<file path="src/sv/erf_pkg.sv">
// ---------------------------------------------------------------------------
// erf_pkg
// Types, codes and constants of the record ring allocator.
// ---------------------------------------------------------------------------
`default_nettype none

package erf_pkg;

  // default geometry
  localparam int NUM_SOURCES_DEF = 16;
  localparam int OFFSET_BITS_DEF = 24;

  // slot layout: length prefix plus payload, rounded to the alignment
  localparam int SLOT_ALIGN   = 8;
  localparam int PREFIX_BYTES = 4;

  // configuration register indexes
  localparam int CFG_IDX_W = 3;
  localparam logic [CFG_IDX_W-1:0] CFG_RING_BYTES = 3'd0;
  localparam logic [CFG_IDX_W-1:0] CFG_MIN_SEV    = 3'd1;
  localparam logic [CFG_IDX_W-1:0] CFG_SRC_MASK   = 3'd2;
  localparam logic [CFG_IDX_W-1:0] CFG_MIN_REC    = 3'd3;
  localparam logic [CFG_IDX_W-1:0] CFG_MAX_REC    = 3'd4;
  localparam int CFG_DATA_W = 32;

  // register reset values
  localparam logic [23:0] RING_BYTES_RST = 24'd65536;
  localparam logic [7:0]  MIN_SEV_RST    = 8'd0;
  localparam logic [31:0] SRC_MASK_RST   = 32'hFFFF_FFFF;
  localparam logic [15:0] MIN_REC_RST    = 16'd16;
  localparam logic [15:0] MAX_REC_RST    = 16'd4096;

  localparam logic [31:0] SAT32 = 32'hFFFF_FFFF;

  typedef enum logic [2:0] {
    ST_STORED     = 3'd0,
    ST_FILTERED   = 3'd1,
    ST_DROP_FULL  = 3'd2,
    ST_BAD_SIZE   = 3'd3,
    ST_READ_TAKEN = 3'd4
  } erf_status_t;

  typedef enum logic {
    S_IDLE = 1'b0,
    S_EXEC = 1'b1
  } erf_state_t;

  typedef struct packed {
    logic        mode;
    logic [15:0] record_bytes;
    logic [7:0]  source_id;
    logic [7:0]  severity;
    logic [23:0] read_offset;
  } erf_in_t;

  typedef struct packed {
    erf_status_t status;
    logic [23:0] write_offset;
    logic [15:0] length_word;
    logic [16:0] slot_bytes;
    logic        notify;
    logic [31:0] source_drops;
    logic [31:0] total_stored;
  } erf_out_t;

  typedef struct packed {
    logic [23:0] ring_bytes;
    logic [7:0]  sev_thresh;
    logic [31:0] src_enable;
    logic [15:0] min_record_bytes;
    logic [15:0] max_record_bytes;
  } erf_cfg_t;

  // update requests from the evaluation logic
  typedef struct packed {
    logic store;
    logic drop;
    logic rd_set;
  } erf_ctl_t;

endpackage

`default_nettype wire

</file>
<file path="src/sv/erf_ram.sv">
// ---------------------------------------------------------------------------
// erf_ram
// Generic single-write, single-read RAM with registered read data.
// ---------------------------------------------------------------------------
`default_nettype none

module erf_ram #(
  parameter int WIDTH = 32,
  parameter int DEPTH = 16,
  parameter int AW    = (DEPTH > 1) ? $clog2(DEPTH) : 1
) (
  input  wire logic             clk,
  input  wire logic             we,
  input  wire logic [AW-1:0]    waddr,
  input  wire logic [WIDTH-1:0] wdata,
  input  wire logic [AW-1:0]    raddr,
  output logic      [WIDTH-1:0] rdata
);

  logic [WIDTH-1:0] mem_r [DEPTH];
  logic [WIDTH-1:0] rdata_r;

  // write port
  always_ff @(posedge clk) begin
    if (we) begin
      mem_r[waddr] <= wdata;
    end
  end

  // registered read port
  always_ff @(posedge clk) begin
    rdata_r <= mem_r[raddr];
  end

  assign rdata = rdata_r;

endmodule

`default_nettype wire

</file>
<file path="src/sv/erf_alloc.sv">
// ---------------------------------------------------------------------------
// erf_alloc
// Evaluates one word: size check, filter, free space, placement and the
// counter updates.
// ---------------------------------------------------------------------------
`default_nettype none

module erf_alloc #(
  parameter int NUM_SOURCES = erf_pkg::NUM_SOURCES_DEF,
  parameter int OFFSET_BITS = erf_pkg::OFFSET_BITS_DEF
) (
  input  wire erf_pkg::erf_in_t         item,
  input  wire erf_pkg::erf_cfg_t        cfg,
  input  wire logic [OFFSET_BITS-1:0]   w_idx,
  input  wire logic [OFFSET_BITS-1:0]   r_idx,
  input  wire logic [31:0]              drop_cnt,
  input  wire logic [31:0]              stored_cnt,
  output erf_pkg::erf_out_t             res,
  output erf_pkg::erf_ctl_t             ctl,
  output logic      [OFFSET_BITS-1:0]   w_idx_nxt,
  output logic      [OFFSET_BITS-1:0]   r_idx_nxt,
  output logic      [31:0]              drop_nxt,
  output logic      [31:0]              stored_nxt
);

  import erf_pkg::*;

  // common compare width for indexes and ring size
  localparam int FW  = (OFFSET_BITS > 24) ? OFFSET_BITS : 24;
  localparam int FW1 = FW + 1;

  logic             src_ok;
  logic             size_bad;
  logic             filt;
  logic [16:0]      slot;
  logic [FW-1:0]    w_x;
  logic [FW-1:0]    r_x;
  logic [FW-1:0]    ring_x;
  logic [FW-1:0]    diff;
  logic [FW-1:0]    free_b;
  logic [FW1-1:0]   need;
  logic [FW1-1:0]   end_pos;
  logic             full;
  logic             wrap;
  logic [OFFSET_BITS-1:0] place;
  logic [31:0]      place32;
  logic [31:0]      roff32;
  logic [31:0]      drop_inc;

  // classification
  assign src_ok   = item.source_id < 8'(NUM_SOURCES);
  assign size_bad = (item.record_bytes < cfg.min_record_bytes) ||
                    (item.record_bytes > cfg.max_record_bytes);
  assign filt     = !src_ok || (item.severity < cfg.sev_thresh) ||
                    !cfg.src_enable[item.source_id[4:0]];

  // slot size: length + prefix, rounded up to the alignment
  assign slot = (17'(item.record_bytes) + 17'(PREFIX_BYTES + SLOT_ALIGN - 1)) &
                ~17'(SLOT_ALIGN - 1);

  // free space, with one extra prefix of margin
  assign w_x    = FW'(w_idx);
  assign r_x    = FW'(r_idx);
  assign ring_x = FW'(cfg.ring_bytes);
  assign diff   = w_x - r_x;

  always_comb begin
    if (w_x >= r_x) begin
      free_b = (diff >= ring_x) ? '0 : (ring_x - diff);
    end else begin
      free_b = r_x - w_x;
    end
  end

  assign need    = FW1'(slot) + FW1'(PREFIX_BYTES);
  assign full    = FW1'(free_b) < need;

  // placement: wrap to zero when the tail is too short
  assign end_pos = FW1'(w_x) + FW1'(slot);
  assign wrap    = end_pos > FW1'(ring_x);
  assign place   = wrap ? '0 : w_idx;
  assign place32 = 32'(place);

  // read offset masked to the index width
  assign roff32  = 32'(item.read_offset);

  assign drop_inc = (drop_cnt == SAT32) ? drop_cnt : drop_cnt + 32'd1;

  // decision and result word
  always_comb begin
    res        = '0;
    ctl        = '0;
    w_idx_nxt  = w_idx;
    r_idx_nxt  = r_idx;
    drop_nxt   = drop_cnt;
    stored_nxt = stored_cnt;
    priority if (item.mode) begin
      ctl.rd_set = 1'b1;
      r_idx_nxt  = roff32[OFFSET_BITS-1:0];
      res.status = ST_READ_TAKEN;
    end else if (size_bad) begin
      res.status = ST_BAD_SIZE;
    end else if (filt) begin
      res.status = ST_FILTERED;
    end else if (full) begin
      ctl.drop   = 1'b1;
      drop_nxt   = drop_inc;
      res.status = ST_DROP_FULL;
    end else begin
      ctl.store        = 1'b1;
      res.status       = ST_STORED;
      res.notify       = (w_idx == r_idx);
      res.write_offset = place32[23:0];
      res.length_word  = item.record_bytes;
      res.slot_bytes   = slot;
      w_idx_nxt        = place + OFFSET_BITS'(slot);
      stored_nxt       = (stored_cnt == SAT32) ? stored_cnt : stored_cnt + 32'd1;
    end
    if (!item.mode && src_ok) begin
      res.source_drops = drop_nxt;
    end
    res.total_stored = stored_nxt;
  end

endmodule

`default_nettype wire

</file>
<file path="src/sv/event_ring_enqueue_filter.sv">
// ---------------------------------------------------------------------------
// event_ring_enqueue_filter
// Write-side allocator for a ring of variable-length records, with source
// filtering and per-source saturating drop counters kept in a small RAM.
// ---------------------------------------------------------------------------
//
//  channel   ports                      handshake
//  -------   -------------------------  -----------------------------------
//  input     start, busy, in_word       taken when start && !busy
//  result    out_valid, out_word        one-cycle strobe, cannot be held off
//  config    cfg_we, cfg_addr, cfg_wdata written when cfg_we, no wait
//
//  A word is taken in the idle state, where the source's drop counter is read
//  from the counter RAM (registered read); the exec state then evaluates,
//  writes the counter back and registers the result. The result strobes in the
//  following cycle, during which the next word may already be taken.
//  Reset sets the registers to defaults and clears the counter valid bits
//  directly; there is no clearing pass. The result side never stalls.
//
`default_nettype none

module event_ring_enqueue_filter #(
  parameter int NUM_SOURCES = erf_pkg::NUM_SOURCES_DEF,
  parameter int OFFSET_BITS = erf_pkg::OFFSET_BITS_DEF
) (
  input  wire logic                          clk,
  input  wire logic                          rst_n,
  input  wire logic                          start,
  output logic                               busy,
  input  wire erf_pkg::erf_in_t              in_word,
  output logic                               out_valid,
  output erf_pkg::erf_out_t                  out_word,
  input  wire logic                          cfg_we,
  input  wire logic [erf_pkg::CFG_IDX_W-1:0] cfg_addr,
  input  wire logic [erf_pkg::CFG_DATA_W-1:0] cfg_wdata
);

  import erf_pkg::*;

  localparam int AW = (NUM_SOURCES > 1) ? $clog2(NUM_SOURCES) : 1;

  erf_state_t             state_r, state_nxt;
  erf_cfg_t               cfg_r;
  erf_in_t                item_r;
  logic [OFFSET_BITS-1:0] w_idx_r, r_idx_r;
  logic [31:0]            stored_r;
  logic [NUM_SOURCES-1:0] valid_r;
  logic                   out_valid_r;
  erf_out_t               out_word_r;

  logic                   accept;
  logic                   exec;
  logic [AW-1:0]          idx_r;
  logic                   src_ok_r;
  logic [31:0]            ram_q;
  logic [31:0]            drop_cnt;
  erf_out_t               res;
  erf_ctl_t               ctl;
  logic [OFFSET_BITS-1:0] w_idx_nxt, r_idx_nxt;
  logic [31:0]            drop_nxt, stored_nxt;

  assign accept   = start && !busy;
  assign exec     = (state_r == S_EXEC);
  assign idx_r    = item_r.source_id[AW-1:0];
  assign src_ok_r = item_r.source_id < 8'(NUM_SOURCES);

  // sequencer
  always_ff @(posedge clk) begin
    if (!rst_n) begin
      state_r <= S_IDLE;
    end else begin
      state_r <= state_nxt;
    end
  end

  always_comb begin
    state_nxt = state_r;
    busy      = 1'b0;
    unique case (state_r)
      S_IDLE: begin
        if (start) begin
          state_nxt = S_EXEC;
        end
      end
      S_EXEC: begin
        busy      = 1'b1;
        state_nxt = S_IDLE;
      end
      default: state_nxt = S_IDLE;
    endcase
  end

  // configuration registers
  always_ff @(posedge clk) begin
    if (!rst_n) begin
      cfg_r.ring_bytes       <= RING_BYTES_RST;
      cfg_r.sev_thresh       <= MIN_SEV_RST;
      cfg_r.src_enable       <= SRC_MASK_RST;
      cfg_r.min_record_bytes <= MIN_REC_RST;
      cfg_r.max_record_bytes <= MAX_REC_RST;
    end else if (cfg_we) begin
      unique case (cfg_addr)
        CFG_RING_BYTES: cfg_r.ring_bytes       <= cfg_wdata[23:0];
        CFG_MIN_SEV:    cfg_r.sev_thresh       <= cfg_wdata[7:0];
        CFG_SRC_MASK:   cfg_r.src_enable       <= cfg_wdata[31:0];
        CFG_MIN_REC:    cfg_r.min_record_bytes <= cfg_wdata[15:0];
        CFG_MAX_REC:    cfg_r.max_record_bytes <= cfg_wdata[15:0];
        default: ;
      endcase
    end
  end

  // capture the word; counter read is issued in the same cycle
  always_ff @(posedge clk) begin
    if (accept) begin
      item_r <= in_word;
    end
  end

  // per-source drop counters
  erf_ram #(
    .WIDTH (32),
    .DEPTH (NUM_SOURCES),
    .AW    (AW)
  ) u_drop_ram (
    .clk   (clk),
    .we    (exec && ctl.drop),
    .waddr (idx_r),
    .wdata (drop_nxt),
    .raddr (in_word.source_id[AW-1:0]),
    .rdata (ram_q)
  );

  // an entry never written reads as zero
  assign drop_cnt = (src_ok_r && valid_r[idx_r]) ? ram_q : 32'd0;

  erf_alloc #(
    .NUM_SOURCES (NUM_SOURCES),
    .OFFSET_BITS (OFFSET_BITS)
  ) u_alloc (
    .item       (item_r),
    .cfg        (cfg_r),
    .w_idx      (w_idx_r),
    .r_idx      (r_idx_r),
    .drop_cnt   (drop_cnt),
    .stored_cnt (stored_r),
    .res        (res),
    .ctl        (ctl),
    .w_idx_nxt  (w_idx_nxt),
    .r_idx_nxt  (r_idx_nxt),
    .drop_nxt   (drop_nxt),
    .stored_nxt (stored_nxt)
  );

  // ring indexes, store count, counter valid bits
  always_ff @(posedge clk) begin
    if (!rst_n) begin
      w_idx_r  <= '0;
      r_idx_r  <= '0;
      stored_r <= '0;
      valid_r  <= '0;
    end else if (exec) begin
      w_idx_r  <= w_idx_nxt;
      r_idx_r  <= r_idx_nxt;
      stored_r <= stored_nxt;
      if (ctl.drop) begin
        valid_r[idx_r] <= 1'b1;
      end
    end
  end

  // result word and strobe
  always_ff @(posedge clk) begin
    if (!rst_n) begin
      out_valid_r <= 1'b0;
    end else begin
      out_valid_r <= exec;
    end
  end

  always_ff @(posedge clk) begin
    if (exec) begin
      out_word_r <= res;
    end
  end

  assign out_valid = out_valid_r;
  assign out_word  = out_word_r;

endmodule

`default_nettype wire

</file>
<file path="config.mk">
export PLATFORM = sky130hd
export DESIGN_NAME = event_ring_enqueue_filter
export DESIGN_NICKNAME = d
export VERILOG_FILES = /design/src/sv/erf_pkg.sv /design/src/sv/erf_ram.sv /design/src/sv/erf_alloc.sv /design/src/sv/event_ring_enqueue_filter.sv
export SDC_FILE = /design/constraint.sdc
export NUM_CORES = 1
export LEC_CHECK = 0
export BUFFER_PORTS_ARGS = -buffer_cell sky130_fd_sc_hd__buf_2
export CAP_MARGIN = 20
export CORE_MARGIN = 4
export CORE_UTILIZATION = 55
export CTS_CLUSTER_DIAMETER = 50
export DETAILED_ROUTE_END_ITERATION = 6
export PLACE_DENSITY = 0.71
export SLEW_MARGIN = 20
export SYNTH_ARGS = -nofsm -noshare
export SYNTH_HDL_FRONTEND = slang
export SYNTH_HIERARCHICAL = 1
export SYNTH_SLANG_ARGS = --single-unit
</file>
<file path="constraint.sdc">
create_clock -name clk -period 19.6 [get_ports clk]
set_input_delay 0 -clock clk [delete_from_list [all_inputs] [get_ports clk]]
set_output_delay 0 -clock clk [all_outputs]
set_load 0.05 [all_outputs]
</file>
==> results summary, run 1 <==
The area added between synthesis and finish came out at 15.0%. The post-placement cell area came out at 45000 um2. The post-synthesis instance total came out at 3405. TritonCTS built the clock tree. The detailed-routing iteration count for the pre-antenna-repair pass is 6. In this run the static leakage power is 17.5 nW.

The worst setup path is of the reg2reg kind. Cells with a size suffix above 1 make up ~17% of the layout. The placed wire-length estimate came out at about 68000 um. The proportion of power drawn by flip-flops and latches is ~46%. The run finished with clean final reports. For the pin with the worst max-slew slack, the measured transition is ~1.0 ns. The required time of the critical path is ~20 ns. The total of buffers placed on input and output ports came out at roughly 210. The core footprint came out at just under 80000 um2. The final non-filler cell area is 49600 um2. The buffers inserted during post-CTS setup optimization came out at 0. The starting density of the core is 55.6%. Buffers inserted to repair hold after CTS numbered between 80 and 90. Before CTS, the worst setup slack after placement is just under 9 ns. The maximum number of pins on one net before global-route repair came out at approximately 160. The maximum fanout along the worst path came out at 25. Summing every instance area after synthesis gives between 40000 and 50000 um2.

The critical path's largest stage delay is just under 0.9 ns. The tightest min-delay check is of the in2reg type. On the critical path, the stage with the largest delay is an instance of a2111oi_0.

The total die area came out at between 80000 and 90000 um2. The cell row count came out at 102. The number of buffers created by CTS is approximately 100. In this run the power spent charging and discharging nets is roughly 1.1 mW.

The count of final hold-check violations was 0. The most numerous cell type found on the critical path is nor2_1. The clock latency on the worst-skew pair came out at between 0.6 and 0.7 ns. The arrival time reported for the critical path endpoint came out at about 12 ns.

The power per cell area came out at 91.7 nW/um2. In this run the deepest clock path goes through 3 buffers. Pin placement for this block handled about 220 I/O pins.

Setup repair after global routing left no endpoint under its margin. The detailed router finished its first iteration with approximately 2.3k violations. The final non-filler cell total is between 4k and 5k. The antenna diode instance count came out at 0. Including well taps, the total number of placed cells is between 4k and 5k.

The via count of the first global-routing pass is between 20k and 30k. Combinational cells account for 10.3% of the total power. The average size of a mapped cell came out at around 13 um2.

The design draws roughly 4.5 mW. The number of nets still failing antenna checks after routing is 0. The total internal power came out at about 3.4 mW. The count of buffer and inverter cells on the critical path came out at 2. The sum of overflow across all layers after global routing came out at 0.

The root buffer cell is clkbuf_16. The core occupancy in the finished layout is a little under two thirds. The final number of setup-violating endpoints is 0.

During synthesis, Yosys emitted a total of 6 warnings. Wires add up to ~110000 um. In this run switching power makes up around 25% of total power. The number of max-cap violations is 0.

The maximum clock frequency came out at 91.6 MHz. The worst setup path is launched from a register. The final estimated routing congestion in global placement is 0.903. The routed layout has between 20k and 30k vias. The max-slew violation count came out at 0. The number of DRC violations after detailed routing is 0.

Global routing used 25.9% of the available tracks. Measured against its own limit, the worst slew margin works out to 28.2%. The tightest hold margin came out at 0.0365 ns. The final sum of negative setup slack came out at 0 ns.

The peak supply drop is ~0.11 mV. The floorplan die height came out at ~290 um. The number of levels in the clock H-tree is 3. The detailed-route vias per instance is 5.87. The wire length of the first global-routing pass is between 150000 and 200000 um. The minimum setup slack in the final design is about 8.7 ns.

The worst clock skew is ~0.060 ns. The width of the chip came out at around 290 um. The initial antenna violation count was 2.

On the critical path the largest part of the delay comes from compound AO/OA/AOI/OAI gates. For this run, the post-layout net count is approximately 3.9k. The clock sink count is 904. The final critical path takes up between 50% and 60% of the cycle. The minimum period implied by the final worst setup slack is roughly 11 ns. The clock-pin transition on the worst setup and hold timing paths is approximately 0.060 ns. The fraction of power consumed by the clock network came out at ~44%.

The total of cells resized after clock tree synthesis is 0. The worst setup path is captured at a register. After detailed routing, the average wire length per cell comes to approximately 23 um.
-- state kept, by name, summed over array words and instances (netlist names) --
register	cells
u_drop_ram/mem_r	512
out_word	125
cfg_r	80
item_r	53
stored_r	32
u_drop_ram/rdata	32
r_idx_r	24
w_idx_r	24
valid_r	16
idx_r	4
exec	1
out_valid	1
-- path summary, 6_finish.rpt --
kind	startpoint	to	slack [ns]	cells past startpoint
worst min-delay path	in_word[37]	item_r[37]	0.04	2
worst min register to register	cfg_r[42]	cfg_r[42]	0.46	2
worst max-delay path	item_r[42]	w_idx_r[18]	8.68	40
worst max register to register	item_r[42]	w_idx_r[18]	8.68	40
-- power by group through the flow --
stage               sequential, mW  combinational, mW  clock, mW
CTS                           2.09              0.464       2.02
global route                  2.09              0.507       2.10
floorplan                     2.16              0.298          0
global placement              2.13              0.442          0
detailed placement            2.13              0.447          0
finish                        2.09              0.467       1.99
-- per-layer routing --
layer	vias up	track usage [%]	share of wire, %
met4	0	10.2	4.3
met5	-	0	0
li1	13057	-	-
met3	272	3.96	6.4
met1	13679	31.9	38
met2	1040	45.8	51
-- worst register-to-register path, delay by kind of cell (launching register included) --
kind,cells,cell delay [ns]
AOI/OAI and AO/OA,19,5.87
DFF,1,0.42
adders and majority gates,3,0.92
muxes,1,0.11
buffers and inverters,2,0.41
xor gates and xnor gates,2,0.73
and+or+nand+nor,13,2.38
-- layout by cell type (no fill, tap or decap), drive strengths merged, types with 55 or more instances in the layout --
cell type and instances:
dfxtp 210, nand2 380, edfxtp 694, o21ai 109
nor2 107, clkbuf 123, nand3 81, nor2b 113
a21o 56, xor2 73, mux2i 113, inv 177
xnor2 74, a22oi 67, a21oi 99, and2 59
a21boi 55, dlygate4sd3 85, ha 177, buf 259
mux4 134
-- area by class of cell --
class / instances / area, um2
inverters: 160 / 601
multi-input cells: 2132 / 16700
fillers: 5859 / 28000
repair buffers: 345 / 2330
clock buffers: 122 / 2760
clock inverters: 72 / 847
flip-flops and latches: 904 / 25000
well taps: 1040 / 1300
Power figures use the tool's default switching activity.
==> run 2: changes to the inputs <==
clock period = 10.24 ns   (was 19.6 ns; I/O delays follow)
==> results summary, run 2 (synthesized netlist as in run 1, its figures left out) <==
The maximum number of pins on one net before global-route repair is 93. The buffers inserted during post-CTS setup optimization is 0. The placed wire-length estimate is 68100 um. The clock-pin transition on the worst setup and hold timing paths came out at 0.06 ns.

Timing would allow up to 105 MHz. The clock sink count came out at ~900. In this design, the stage delay of the slowest critical-path cell is a little over 0.6 ns. The width of the chip is about 290 um. Global routing consumed, on the met2 layer, between 40% and 50% of the routing resources. The clock reaches the later pin of the worst-skew pair after between 0.6 and 0.7 ns. The detailed-routing iteration count for the pre-antenna-repair pass is 5.

The fraction of met1 tracks used by global routing came out at a little under a third. The via count of the first global-routing pass is roughly 28k. 0 antenna diodes ended up in the layout.

Port buffering added approximately 210 buffers. u_drop_ram/mem_r holds more flip-flops than any other register. The wire length of the first global-routing pass came out at 163000 um. The core footprint is about 78000 um2. Setup violations remaining at the end of the flow were counted as 0. The total number of vias is about 28k. The maximum fanout along the worst path is 15. The minimum period implied by the final worst setup slack came out at roughly 9.5 ns. After the first detailed-routing iteration, the DRC count stood at ~2.2k.

Dividing total power by cell area gives a power density of 176 nW/um2. The worst pin sits at a relative slew slack of between 20% and 30%. The library cell used most frequently in the layout, excluding fill and tap cells, is edfxtp_1. The total die area came out at 82900 um2. The area added between synthesis and finish came out at 15.3%. The slowest stage of the critical path belongs to the cell a2111oi_0. The initial antenna violation count was 1. CTS placed an instance of clkbuf_16 at the clock tree root.

The count of buffer and inverter cells on the critical path came out at 2. The layout has between 5k and 6k filler cells. After detailed routing, the average wire length per cell comes to 22.5 um. The maximum count of clock buffers along a single path came out at 3.

The floorplan has 102 rows. The type of the setup path with the least slack is reg2reg. The floorplan die height came out at between 200 and 300 um. The total global-route track usage is between 20% and 30%. During I/O placement, the number of pins put on the boundary was ~220. Summed over all layers, the global routing overflow is 0. The type of element capturing the critical path is a register.

The number of max-cap violations came out at 0. Among the stages of the critical path, the cell type that occurs most often is nor2_1. The worst clock skew came out at around 0.055 ns. The peak supply drop is 0.202 mV. The number of nets still failing antenna checks after routing came out at 0. The final estimated routing congestion in global placement came out at just under 0.9. The min-delay analysis places its worst path in the category in2reg. The top cell types in the final layout, fill and taps aside, are edfxtp_1 (694), nand2_1 (380), buf_2 (211), dfxtp_1 (209), ha_1 (177). The count of final hold-check violations is 0. The family with the most delay on the worst path is compound AO/OA/AOI/OAI gates. The net count of the finished layout is roughly 3.9k. The number of buffers created by CTS came out at roughly 100. The transition at the pin with the smallest max-transition slack is 1.13 ns. The core occupancy in the finished layout is between 60% and 70%. The ratio of cells with drive above 1 in the final layout came out at roughly 17%. The total power draw came out at 8.77 mW. The max-slew violation count came out at 0. TritonCTS built the clock tree. The final cycle utilization of the critical path came out at approximately 93%. The flip-flop count of the largest register after layout is just over 500.

STA classifies the critical path startpoint as a register. The total length of routed wires came out at between 100000 and 150000 um. The required time of the critical path came out at roughly 11 ns. In this run the most used layer during global routing was met2.

The detailed-route vias per instance came out at between 5 and 6. In the routed design, unresolved DRC markers number 0. The leakage power came out at roughly 18 nW. The met3 track demand over resource in global routing came out at under 10%. The starting density of the core came out at 55.6%. The number of levels in the clock H-tree is 3.

The arrival time reported for the critical path endpoint is 10.14 ns. The flow ran to the end, and the final reports show no timing, DRC or antenna violations.
==> run 2: final timing paths <==
path          startpoint     endpoint  slack [ns]  depth (start not counted)
min          in_word[38]   item_r[38]        0.06                          2
max reg2reg   item_r[42]  w_idx_r[20]        0.70                         40
max           item_r[42]  w_idx_r[20]        0.70                         40
min reg2reg  valid_r[11]  valid_r[11]        0.46                          1
==> run 2: final cells by class <==
| class | count | area [um2] | area share [%] |
|---|---|---|---|
| tap | 1040 | 1300 | 2.62 |
| inverter | 160 | 601 | 1.21 |
| clock buffer | 122 | 2710 | 5.45 |
| clock inverter | 70 | 931 | 1.87 |
| sequential | 904 | 25000 | 50.4 |
| multi-input combinational | 2132 | 16700 | 33.7 |
| timing repair buffer | 356 | 2400 | 4.82 |
==> run 2: repair_timing <==
action	CTS	global route
hold endpoints to repair	182	0
setup endpoints to repair	0	103
hold buffers	87	0
gates resized for setup	0	11
==> run 2: power by group <==
group          internal, mW  switching, mW  leakage [nW]
combinational         0.333          0.574          8.26
sequential             3.96         0.0346          7.59
clock                  2.33           1.53          1.76
total                  6.63           2.14          17.6
==> run 2: per-layer routing <==
layer / vias to the layer above / wire length (um)
met5: - / 0
met4: 0 / 4350
met3: 246 / 6130
met2: 950 / 55400
met1: 13576 / 41600
li1: 13080 / -
==> run 2: metrics by stage <==
step	instance area (um2)	std cells	TNS [ns]	hold slack [ns]	worst slack, ns
floorplan	43100	3407	0	0.0989	0.0912
global placement	45100	4505	0	0.177	0.686
detailed placement	45100	4505	0	0.178	0.464
CTS	49600	4784	0	0.0178	0.395
global route	49700	4784	-0.0288	0.0390	-0.00456
finish	49700	4784	0	0.0552	0.698
